[src/hdl/shash_pkg.sv]
// ----------------------------------------------------------------------------
// shash_pkg
// Shared types, constants and round functions of the SHA-256 stream hasher.
// ----------------------------------------------------------------------------
package shash_pkg;

	// Controller states
	typedef enum logic [2:0] {
		ST_IDLE,
		ST_PAD_MARK,
		ST_PAD_ZERO,
		ST_PAD_LEN,
		ST_ROUND,
		ST_UPDATE
	} state_t;

	// Source of the byte shifted into the block buffer
	typedef enum logic [1:0] {
		SRC_IN,
		SRC_MARK,
		SRC_ZERO,
		SRC_LEN
	} byte_src_t;

	// Controller to datapath commands
	typedef struct packed {
		logic       push;
		byte_src_t  src;
		logic       count;
		logic       round;
		logic       update;
		logic       last_blk;
		logic [5:0] k_idx;
		logic [2:0] len_idx;
	} dp_cmd_t;

	// Datapath to controller status
	typedef struct packed {
		logic [5:0] fill;
	} dp_stat_t;

	localparam logic [5:0] FILL_LAST  = 6'd63;
	localparam logic [5:0] PAD_END    = 6'd56;
	localparam logic [5:0] ROUND_LAST = 6'd63;
	localparam logic [2:0] LEN_LAST   = 3'd7;
	localparam logic [2:0] WORD_LAST  = 3'd7;
	localparam logic [7:0] PAD_BYTE   = 8'h80;
	localparam logic [63:0] BYTE_BITS = 64'd8;

	localparam logic [31:0] H_INIT [0:7] = '{
		32'h6a09e667, 32'hbb67ae85, 32'h3c6ef372, 32'ha54ff53a,
		32'h510e527f, 32'h9b05688c, 32'h1f83d9ab, 32'h5be0cd19
	};

	function automatic logic [31:0] rotr(input logic [31:0] x, input int n);
		rotr = (x >> n) | (x << (32 - n));
	endfunction

	function automatic logic [31:0] bsig0(input logic [31:0] x);
		bsig0 = rotr(x, 2) ^ rotr(x, 13) ^ rotr(x, 22);
	endfunction

	function automatic logic [31:0] bsig1(input logic [31:0] x);
		bsig1 = rotr(x, 6) ^ rotr(x, 11) ^ rotr(x, 25);
	endfunction

	function automatic logic [31:0] ssig0(input logic [31:0] x);
		ssig0 = rotr(x, 7) ^ rotr(x, 18) ^ (x >> 3);
	endfunction

	function automatic logic [31:0] ssig1(input logic [31:0] x);
		ssig1 = rotr(x, 17) ^ rotr(x, 19) ^ (x >> 10);
	endfunction

	function automatic logic [31:0] round_k(input logic [5:0] idx);
		case (idx)
			6'd0:  round_k = 32'h428a2f98;
			6'd1:  round_k = 32'h71374491;
			6'd2:  round_k = 32'hb5c0fbcf;
			6'd3:  round_k = 32'he9b5dba5;
			6'd4:  round_k = 32'h3956c25b;
			6'd5:  round_k = 32'h59f111f1;
			6'd6:  round_k = 32'h923f82a4;
			6'd7:  round_k = 32'hab1c5ed5;
			6'd8:  round_k = 32'hd807aa98;
			6'd9:  round_k = 32'h12835b01;
			6'd10: round_k = 32'h243185be;
			6'd11: round_k = 32'h550c7dc3;
			6'd12: round_k = 32'h72be5d74;
			6'd13: round_k = 32'h80deb1fe;
			6'd14: round_k = 32'h9bdc06a7;
			6'd15: round_k = 32'hc19bf174;
			6'd16: round_k = 32'he49b69c1;
			6'd17: round_k = 32'hefbe4786;
			6'd18: round_k = 32'h0fc19dc6;
			6'd19: round_k = 32'h240ca1cc;
			6'd20: round_k = 32'h2de92c6f;
			6'd21: round_k = 32'h4a7484aa;
			6'd22: round_k = 32'h5cb0a9dc;
			6'd23: round_k = 32'h76f988da;
			6'd24: round_k = 32'h983e5152;
			6'd25: round_k = 32'ha831c66d;
			6'd26: round_k = 32'hb00327c8;
			6'd27: round_k = 32'hbf597fc7;
			6'd28: round_k = 32'hc6e00bf3;
			6'd29: round_k = 32'hd5a79147;
			6'd30: round_k = 32'h06ca6351;
			6'd31: round_k = 32'h14292967;
			6'd32: round_k = 32'h27b70a85;
			6'd33: round_k = 32'h2e1b2138;
			6'd34: round_k = 32'h4d2c6dfc;
			6'd35: round_k = 32'h53380d13;
			6'd36: round_k = 32'h650a7354;
			6'd37: round_k = 32'h766a0abb;
			6'd38: round_k = 32'h81c2c92e;
			6'd39: round_k = 32'h92722c85;
			6'd40: round_k = 32'ha2bfe8a1;
			6'd41: round_k = 32'ha81a664b;
			6'd42: round_k = 32'hc24b8b70;
			6'd43: round_k = 32'hc76c51a3;
			6'd44: round_k = 32'hd192e819;
			6'd45: round_k = 32'hd6990624;
			6'd46: round_k = 32'hf40e3585;
			6'd47: round_k = 32'h106aa070;
			6'd48: round_k = 32'h19a4c116;
			6'd49: round_k = 32'h1e376c08;
			6'd50: round_k = 32'h2748774c;
			6'd51: round_k = 32'h34b0bcb5;
			6'd52: round_k = 32'h391c0cb3;
			6'd53: round_k = 32'h4ed8aa4a;
			6'd54: round_k = 32'h5b9cca4f;
			6'd55: round_k = 32'h682e6ff3;
			6'd56: round_k = 32'h748f82ee;
			6'd57: round_k = 32'h78a5636f;
			6'd58: round_k = 32'h84c87814;
			6'd59: round_k = 32'h8cc70208;
			6'd60: round_k = 32'h90befffa;
			6'd61: round_k = 32'ha4506ceb;
			6'd62: round_k = 32'hbef9a3f7;
			6'd63: round_k = 32'hc67178f2;
			default: round_k = 32'h0;
		endcase
	endfunction

endpackage

[src/hdl/sha256_stream_hasher.sv]
// ----------------------------------------------------------------------------
// sha256_stream_hasher
// SHA-256 over a byte stream. A request carries at most one message byte and
// may close the message; the digest leaves as eight 32-bit words, word 0
// first, the eighth marked with last_word. While idle, the input takes a new
// byte with every request. The 64th byte of a block starts the compression:
// 64 rounds through the single round unit, then a fold into the chaining
// words, with the input stalled. Finish adds the padding bytes one per cycle
// up to the end of the block (plus a whole extra block when fewer than nine
// bytes remain) and a final compression. The digest then sits in its own
// output register, so the next message can start while it drains; a second
// digest waits only if the previous one has not been fully taken.
// ----------------------------------------------------------------------------
module sha256_stream_hasher (
	input  logic        clk,
	input  logic        arst_n,
	input  logic        in_valid,
	output logic        in_stall,
	input  logic [7:0]  data_byte,
	input  logic        byte_valid,
	input  logic        finish,
	output logic        out_valid,
	input  logic        out_stall,
	output logic [31:0] digest_word,
	output logic        last_word
);
	import shash_pkg::*;

	dp_cmd_t      cmd;
	dp_stat_t     stat;
	logic         out_busy;
	logic         dig_load;
	logic [255:0] digest;

	shash_ctrl u_ctrl (
		.clk        (clk),
		.arst_n     (arst_n),
		.in_valid   (in_valid),
		.byte_valid (byte_valid),
		.finish     (finish),
		.in_stall   (in_stall),
		.stat       (stat),
		.out_busy   (out_busy),
		.cmd        (cmd)
	);

	shash_dpath u_dpath (
		.clk       (clk),
		.arst_n    (arst_n),
		.cmd       (cmd),
		.data_byte (data_byte),
		.stat      (stat),
		.dig_load  (dig_load),
		.digest    (digest)
	);

	shash_outq u_outq (
		.clk         (clk),
		.arst_n      (arst_n),
		.load        (dig_load),
		.digest      (digest),
		.out_valid   (out_valid),
		.out_stall   (out_stall),
		.digest_word (digest_word),
		.last_word   (last_word),
		.busy        (out_busy)
	);

endmodule

[src/hdl/shash_ctrl.sv]
// ----------------------------------------------------------------------------
// shash_ctrl
// Sequencer: byte intake, padding, 64-round compression and digest hand-off.
// ----------------------------------------------------------------------------
module shash_ctrl (
	input  logic               clk,
	input  logic               arst_n,
	input  logic               in_valid,
	input  logic               byte_valid,
	input  logic               finish,
	output logic               in_stall,
	input  shash_pkg::dp_stat_t stat,
	input  logic               out_busy,
	output shash_pkg::dp_cmd_t  cmd
);
	import shash_pkg::*;

	state_t     state_q, state_d, ret_q;
	logic [5:0] round_q;
	logic [2:0] len_q;
	logic       last_q;

	// Next state
	always_comb begin
		state_d = state_q;
		case (state_q)
			ST_IDLE: begin
				if (in_valid && byte_valid && stat.fill == FILL_LAST) begin
					state_d = ST_ROUND;
				end else if (in_valid && finish) begin
					state_d = ST_PAD_MARK;
				end
			end
			ST_PAD_MARK: begin
				state_d = (stat.fill == FILL_LAST) ? ST_ROUND : ST_PAD_ZERO;
			end
			ST_PAD_ZERO: begin
				if (stat.fill == PAD_END) begin
					state_d = ST_PAD_LEN;
				end else if (stat.fill == FILL_LAST) begin
					state_d = ST_ROUND;
				end
			end
			ST_PAD_LEN: begin
				if (len_q == LEN_LAST) begin
					state_d = ST_ROUND;
				end
			end
			ST_ROUND: begin
				if (round_q == ROUND_LAST) begin
					state_d = ST_UPDATE;
				end
			end
			ST_UPDATE: begin
				// hold the final sum until the previous digest has drained
				if (!(last_q && out_busy)) begin
					state_d = last_q ? ST_IDLE : ret_q;
				end
			end
			default: state_d = ST_IDLE;
		endcase
	end

	// Outputs
	always_comb begin
		in_stall     = 1'b1;
		cmd          = '0;
		cmd.src      = SRC_IN;
		cmd.k_idx    = round_q;
		cmd.len_idx  = len_q;
		cmd.last_blk = last_q;
		case (state_q)
			ST_IDLE: begin
				in_stall  = 1'b0;
				cmd.push  = in_valid && byte_valid;
				cmd.count = in_valid && byte_valid;
			end
			ST_PAD_MARK: begin
				cmd.push = 1'b1;
				cmd.src  = SRC_MARK;
			end
			ST_PAD_ZERO: begin
				cmd.push = (stat.fill != PAD_END);
				cmd.src  = SRC_ZERO;
			end
			ST_PAD_LEN: begin
				cmd.push = 1'b1;
				cmd.src  = SRC_LEN;
			end
			ST_ROUND: begin
				cmd.round = 1'b1;
			end
			ST_UPDATE: begin
				cmd.update = !(last_q && out_busy);
			end
			default: begin
				in_stall = 1'b1;
			end
		endcase
	end

	always_ff @(posedge clk or negedge arst_n) begin
		if (!arst_n) begin
			state_q <= ST_IDLE;
			ret_q   <= ST_IDLE;
			round_q <= '0;
			len_q   <= '0;
			last_q  <= 1'b0;
		end else begin
			state_q <= state_d;
			if (state_q == ST_ROUND) begin
				round_q <= round_q + 6'd1;
			end
			if (state_q == ST_PAD_LEN) begin
				len_q <= len_q + 3'd1;
			end
			// remember where to resume once this block is compressed
			if (state_q != ST_ROUND && state_d == ST_ROUND) begin
				last_q <= (state_q == ST_PAD_LEN);
				if (state_q == ST_IDLE) begin
					ret_q <= finish ? ST_PAD_MARK : ST_IDLE;
				end else begin
					ret_q <= ST_PAD_ZERO;
				end
			end
		end
	end

endmodule

[src/hdl/shash_dpath.sv]
// ----------------------------------------------------------------------------
// shash_dpath
// Block buffer / message schedule, working variables, chaining words and
// message bit count.
// ----------------------------------------------------------------------------
module shash_dpath (
	input  logic                clk,
	input  logic                arst_n,
	input  shash_pkg::dp_cmd_t  cmd,
	input  logic [7:0]          data_byte,
	output shash_pkg::dp_stat_t stat,
	output logic                dig_load,
	output logic [255:0]        digest
);
	import shash_pkg::*;

	logic [511:0] buf_q;
	logic [31:0]  work_q [0:7];
	logic [31:0]  chain_q [0:7];
	logic [5:0]   fill_q;
	logic [63:0]  bits_q;

	logic [7:0]   byte_in;
	logic [5:0]   len_base;
	logic [31:0]  w0, w1, w9, w14, w_new;
	logic [31:0]  t1, t2, ch, maj;

	assign len_base = {LEN_LAST - cmd.len_idx, 3'b000};

	always_comb begin
		case (cmd.src)
			SRC_IN:   byte_in = data_byte;
			SRC_MARK: byte_in = PAD_BYTE;
			SRC_ZERO: byte_in = 8'h00;
			SRC_LEN:  byte_in = bits_q[len_base +: 8];
			default:  byte_in = 8'h00;
		endcase
	end

	// Oldest schedule word sits in the top 32 bits
	assign w0  = buf_q[511:480];
	assign w1  = buf_q[479:448];
	assign w9  = buf_q[223:192];
	assign w14 = buf_q[63:32];
	assign w_new = w0 + ssig0(w1) + w9 + ssig1(w14);

	assign ch  = (work_q[4] & work_q[5]) ^ (~work_q[4] & work_q[6]);
	assign maj = (work_q[0] & work_q[1]) ^ (work_q[0] & work_q[2]) ^
		(work_q[1] & work_q[2]);
	assign t1  = work_q[7] + bsig1(work_q[4]) + ch + round_k(cmd.k_idx) + w0;
	assign t2  = bsig0(work_q[0]) + maj;

	always_comb begin
		for (int i = 0; i < 8; i++) begin
			digest[255 - 32 * i -: 32] = chain_q[i] + work_q[i];
		end
	end

	assign dig_load  = cmd.update && cmd.last_blk;
	assign stat.fill = fill_q;

	// Buffer and working variables
	always_ff @(posedge clk) begin
		if (cmd.push) begin
			buf_q <= {buf_q[503:0], byte_in};
			// stage the chaining words for the next compression
			for (int i = 0; i < 8; i++) begin
				work_q[i] <= chain_q[i];
			end
		end else if (cmd.round) begin
			buf_q     <= {buf_q[479:0], w_new};
			work_q[7] <= work_q[6];
			work_q[6] <= work_q[5];
			work_q[5] <= work_q[4];
			work_q[4] <= work_q[3] + t1;
			work_q[3] <= work_q[2];
			work_q[2] <= work_q[1];
			work_q[1] <= work_q[0];
			work_q[0] <= t1 + t2;
		end
	end

	// Message state
	always_ff @(posedge clk or negedge arst_n) begin
		if (!arst_n) begin
			fill_q <= '0;
			bits_q <= '0;
			for (int i = 0; i < 8; i++) begin
				chain_q[i] <= H_INIT[i];
			end
		end else begin
			if (cmd.push) begin
				fill_q <= fill_q + 6'd1;
			end
			if (cmd.count) begin
				bits_q <= bits_q + BYTE_BITS;
			end
			if (cmd.update) begin
				if (cmd.last_blk) begin
					bits_q <= '0;
					for (int i = 0; i < 8; i++) begin
						chain_q[i] <= H_INIT[i];
					end
				end else begin
					for (int i = 0; i < 8; i++) begin
						chain_q[i] <= chain_q[i] + work_q[i];
					end
				end
			end
		end
	end

endmodule

[src/hdl/shash_outq.sv]
// ----------------------------------------------------------------------------
// shash_outq
// Digest output register: holds eight words and hands them out in order.
// ----------------------------------------------------------------------------
module shash_outq (
	input  logic         clk,
	input  logic         arst_n,
	input  logic         load,
	input  logic [255:0] digest,
	output logic         out_valid,
	input  logic         out_stall,
	output logic [31:0]  digest_word,
	output logic         last_word,
	output logic         busy
);
	import shash_pkg::*;

	logic [255:0] words_q;
	logic [2:0]   cnt_q;
	logic         valid_q;
	logic         take;

	assign take        = valid_q && !out_stall;
	assign out_valid   = valid_q;
	assign busy        = valid_q;
	assign digest_word = words_q[255:224];
	assign last_word   = (cnt_q == WORD_LAST);

	always_ff @(posedge clk) begin
		if (load) begin
			words_q <= digest;
		end else if (take) begin
			words_q <= {words_q[223:0], 32'h0};
		end
	end

	always_ff @(posedge clk or negedge arst_n) begin
		if (!arst_n) begin
			valid_q <= 1'b0;
			cnt_q   <= '0;
		end else begin
			if (load) begin
				valid_q <= 1'b1;
				cnt_q   <= '0;
			end else if (take) begin
				cnt_q <= cnt_q + 3'd1;
				if (cnt_q == WORD_LAST) begin
					valid_q <= 1'b0;
				end
			end
		end
	end

endmodule

[config.mk]
export PLATFORM = sky130hd
export DESIGN_NAME = sha256_stream_hasher
export DESIGN_NICKNAME = d
export VERILOG_FILES = /design/src/hdl/shash_pkg.sv /design/src/hdl/sha256_stream_hasher.sv /design/src/hdl/shash_ctrl.sv /design/src/hdl/shash_dpath.sv /design/src/hdl/shash_outq.sv
export SDC_FILE = /design/constraint.sdc
export NUM_CORES = 2
export LEC_CHECK = 0
export BUFFER_PORTS_ARGS = -buffer_cell sky130_fd_sc_hd__buf_2
export CAP_MARGIN = 20
export CELL_PAD_IN_SITES_DETAIL_PLACEMENT = 1
export CELL_PAD_IN_SITES_GLOBAL_PLACEMENT = 2
export CORE_UTILIZATION = 38
export DETAILED_ROUTE_END_ITERATION = 16
export PLACE_DENSITY = 0.81
export SLEW_MARGIN = 20
export SYNTH_ARGS = -nofsm -noshare
export SYNTH_HDL_FRONTEND = slang
export SYNTH_SLANG_ARGS = --single-unit
[constraint.sdc]
create_clock -name clk -period 19.7 [get_ports clk]
set_clock_uncertainty 0.05 [all_clocks]
set_input_delay 0.985 -clock clk [delete_from_list [all_inputs] [get_ports clk]]
set_output_delay 0.985 -clock clk [all_outputs]
set_load 0.02 [all_outputs]
==> impl_summary.txt <==
----------------------------------------------------
[Global route]
  Met1 usage in global routing ... 0.343
  Largest net degree at the start of global routing ... 241
  Met2 routing resource usage after global routing ... 0.437
  Initial antenna violation count ... 6
  Met3 layer usage reported by global route ... 0.0302
  Via count of the first global-routing pass ... 70400
  Most Crowded Layer GR ... met2
  Tot GR Track Use ... 0.259
  Wire length of the first global-routing pass ... 452000 um
  Gr ovfl total ... 0

[Clocking]
  Clock transition at the register clock pins on the worst setup and hold paths after CTS ... 60 ps
  Maximum level of the CTS H-tree ... 4
  Inserted Clock Buffers ... 164
  Clock latency of the later-clocked register in the worst-skew pair ... 840 ps
  Postcts setup bufs ... 0
  Number of clock sinks seen by CTS ... approximately 1400
  Hold Buf Count CTS ... 0
  TritonCTS clock tree ... built
  Total of cells resized after clock tree synthesis ... 0
  Max Buffers Root-to-Sink ... 3
  Root buf cell ... clkbuf_16

[Yosys]
  Fraction of synthesized cell area taken by the top area cell type ... 0.359
  Top area cells in the synthesized netlist ... edfxtp_1 36%, nand2_1 12%, dfrtp_1 6.0%
  Leading post-synthesis cells by instance count ... 2743 x nand2_1, 1024 x edfxtp_1, 461 x clkbuf_1
  Cell variety after synth ... about 100
  Synthesized net count ... 9625
  Post-synthesis register bit count ... approximately 1400
  Primary FF master, synth ... edfxtp_1
  Most numerous cell in the Yosys netlist ... nand2_1
  Async set or reset register ratio after synthesis ... 0.250
  Number of flops mapped to enable cells by yosys ... just over 1000
  Number of warnings printed during yosys synthesis ... 0
  Post-Syn Area ... 85600 um2
  Sequential element share of the synthesized area ... 0.461
  Post-synthesis instance total ... 9018
  Leading area contributor after synthesis ... edfxtp_1
  Mean instance size in the synthesized netlist ... 9.49 um2

[Worst setup path]
  Worst setup SP type ... flop
  Worst reg2reg setup slack ... 9650 ps
  Critical Path Sink Type ... flop
  CP max FO ... 26
  Max stage delay on crit path ... 600 ps
  Launch instance of the worst register-to-register path ... u_ctrl.round_q[0]
  Worst reg2reg path depth ... 34
  Data required time at the worst endpoint ... 20230 ps
  Worst path slowest cell ... o21ai_0
  Category of the most critical setup path ... reg2reg
  Data arrival time of the critical path ... 10580 ps
  Worst reg2reg path endpoint ... u_dpath.work_q[2][31]

[STA]
  Final-report setup violation count ... 0
  Slew at the pin closest to its max-slew limit ... between 1000 and 1500 ps
  Number of max-slew violations in the final report ... 0
  Fraction of the cycle the final worst path needs ... 0.510
  Final hold violation count ... 0
  Crit path time final ... ~10000 ps
  Maximum clock frequency ... approximately 100 MHz
  Relative slew slack ... 0.206
  Setup repair after global routing missed its margin ... false
  Sum of negative setup slack ... 0 ps

[Floorplanning]
  Horizontal die dimension ... approximately 480 um
  Y dimension of the die ... 477 um
  Number of rows created at floorplan ... 173
  Area of the core ... 223000 um2
  Number of top-level pins ... 49
  Initial standard-cell utilization of the core ... 0.384
  DIE AREA ... between 200000 and 250000 um2

[Drt]
  Total via count in the routed design ... about 67000
  Number of antenna-violating nets in the routed design ... 0
  DR iter-0 viols ... around 5000
  Wire per inst ... 25.0 um
  Final routed wirelength across all metal layers ... 298000 um
  Drc violations ... 0
  Detailed-routing iteration count for the pre-antenna-repair pass ... 8
  Via density per instance ... 5.62

[Layout]
  Area grow syn2layout ... 9.48%
  End-of-flow core utilization ... 0.420
  Share of cells above drive strength 1 ... 0.0752
  Nets ... approximately 9400

[Outcome]
  Result of the run ... finished clean

[Hold path]
  Worst min-delay path class ... in2async

[Run]
  Reported max-cap violation count ... 0

[Place]
  Routability Congestion ... 0.963
  Total of buffers placed on input and output ports ... 48
  Placed wire-length estimate ... 211000 um

----------------------------------------------------
[metrics by stage]
| stage | cells | cell area [um2] | hold WS [ps] | worst slack (ps) |
|---|---|---|---|---|
| 6_report | 11900 | 93700 | 109 | 9650 |
| 5_1_grt | 11900 | 93700 | 119 | 8950 |
| 4_1_cts | 11900 | 93700 | 106 | 9660 |
| 3_5_place_dp | 11600 | 88400 | 416 | 9690 |
| 3_3_place_gp | 11600 | 88400 | 408 | 9820 |
| 2_1_floorplan | 9018 | 85600 | 392 | 7170 |
[logic make-up after synthesis]
logic type      after synthesis  synth area share
compound gates             1705             0.130
buf+inv                     791            0.0362
flops                      1366             0.461
mux                         134            0.0196
fa+ha+maj                   618             0.107
xor+xnor                    625            0.0643
simple gates               3779             0.183
[routing by layer]
| layer | share of wire | vias to the layer above | routed length (um) |
|---|---|---|---|
| li1 | - | 30800 | - |
| met2 | 0.48 | 1572 | 144000 |
| met1 | 0.44 | 34100 | 130000 |
| met4 | 0.037 | 4 | 11100 |
| met3 | 0.043 | 464 | 12900 |
| met5 | 0.000087 | - | 26 |
[worst max-delay path: cells and delay by family (launching register included)]
kind	cells	cell delay (ps)
AOI/OAI and AO/OA	14	3660
xor gates and xnor gates	1	360
adders and majority gates	6	2360
buffers and inverters	6	1000
DFF	1	320
muxes	2	780
and+or+nand+nor	5	1210
[cell type report]
| class | count | area [um2] |
|---|---|---|
| inverter | 254 | 953 |
| clock inverter | 83 | 927 |
| tap | 2975 | 3720 |
| timing repair buffer | 140 | 1050 |
| multi-input combinational | 6861 | 43200 |
| antenna | 1 | 2.50 |
| fill | 25100 | 129000 |
| sequential | 1366 | 39500 |
| clock buffer | 221 | 4430 |
[worst max-delay path by stage]
| stage | slack, ps | start | end |
|---|---|---|---|
| floorplan | 7170 | byte_valid | u_dpath.buf_q[0] |
| global placement | 9820 | u_ctrl.round_q[0] | u_dpath.work_q[0][31] |
| detailed placement | 9690 | u_ctrl.round_q[0] | u_dpath.work_q[2][31] |
| CTS | 9660 | u_ctrl.round_q[0] | u_dpath.work_q[2][31] |
| global route | 8950 | u_ctrl.round_q[2] | u_dpath.work_q[2][31] |
| finish | 9650 | u_ctrl.round_q[0] | u_dpath.work_q[2][31] |
[placed cells by master, fill, tap and decap left out, types with 47 or more instances in the layout]
cell type | netlist | routed
nand2_1 | 2743 | 2739
edfxtp_1 | 1024 | 1024
a21oi_1 | 455 | 454
xnor2_1 | 453 | 453
nor2_1 | 423 | 420
ha_1 | 398 | 398
o21ai_0 | 386 | 385
inv_1 | 250 | 250
dfrtp_1 | 206 | 202
fa_1 | 195 | 195
a21o_1 | 175 | 175
xor2_1 | 170 | 170
clkbuf_16 | 0 | 164
dfstp_2 | 136 | 136
nand3_1 | 113 | 112
nor3_1 | 107 | 106
o22a_1 | 92 | 92
buf_4 | 32 | 83
a22o_1 | 82 | 82
mux2_2 | 76 | 76
a31oi_1 | 67 | 67
nand2b_1 | 64 | 64
and3_1 | 59 | 59
nor2b_1 | 57 | 57
o21a_1 | 56 | 56
a211oi_1 | 54 | 54
or3_1 | 52 | 51
buf_2 | 1 | 47
[state kept, by name, indices dropped and copies added (netlist names), 3 cells and up]
register / cells
u_dpath.chain_q: 256
u_outq.cnt_q: 3
u_ctrl.round_q: 6
u_ctrl.state_q: 3
u_outq.words_q: 256
u_ctrl.len_q: 3
u_dpath.buf_q: 512
u_dpath.bits_q: 61
u_dpath.work_q: 256
u_dpath.stat: 6
Power is not shown: default switching activity piles up to over one toggle a cycle in this logic, so the estimate is an artifact.
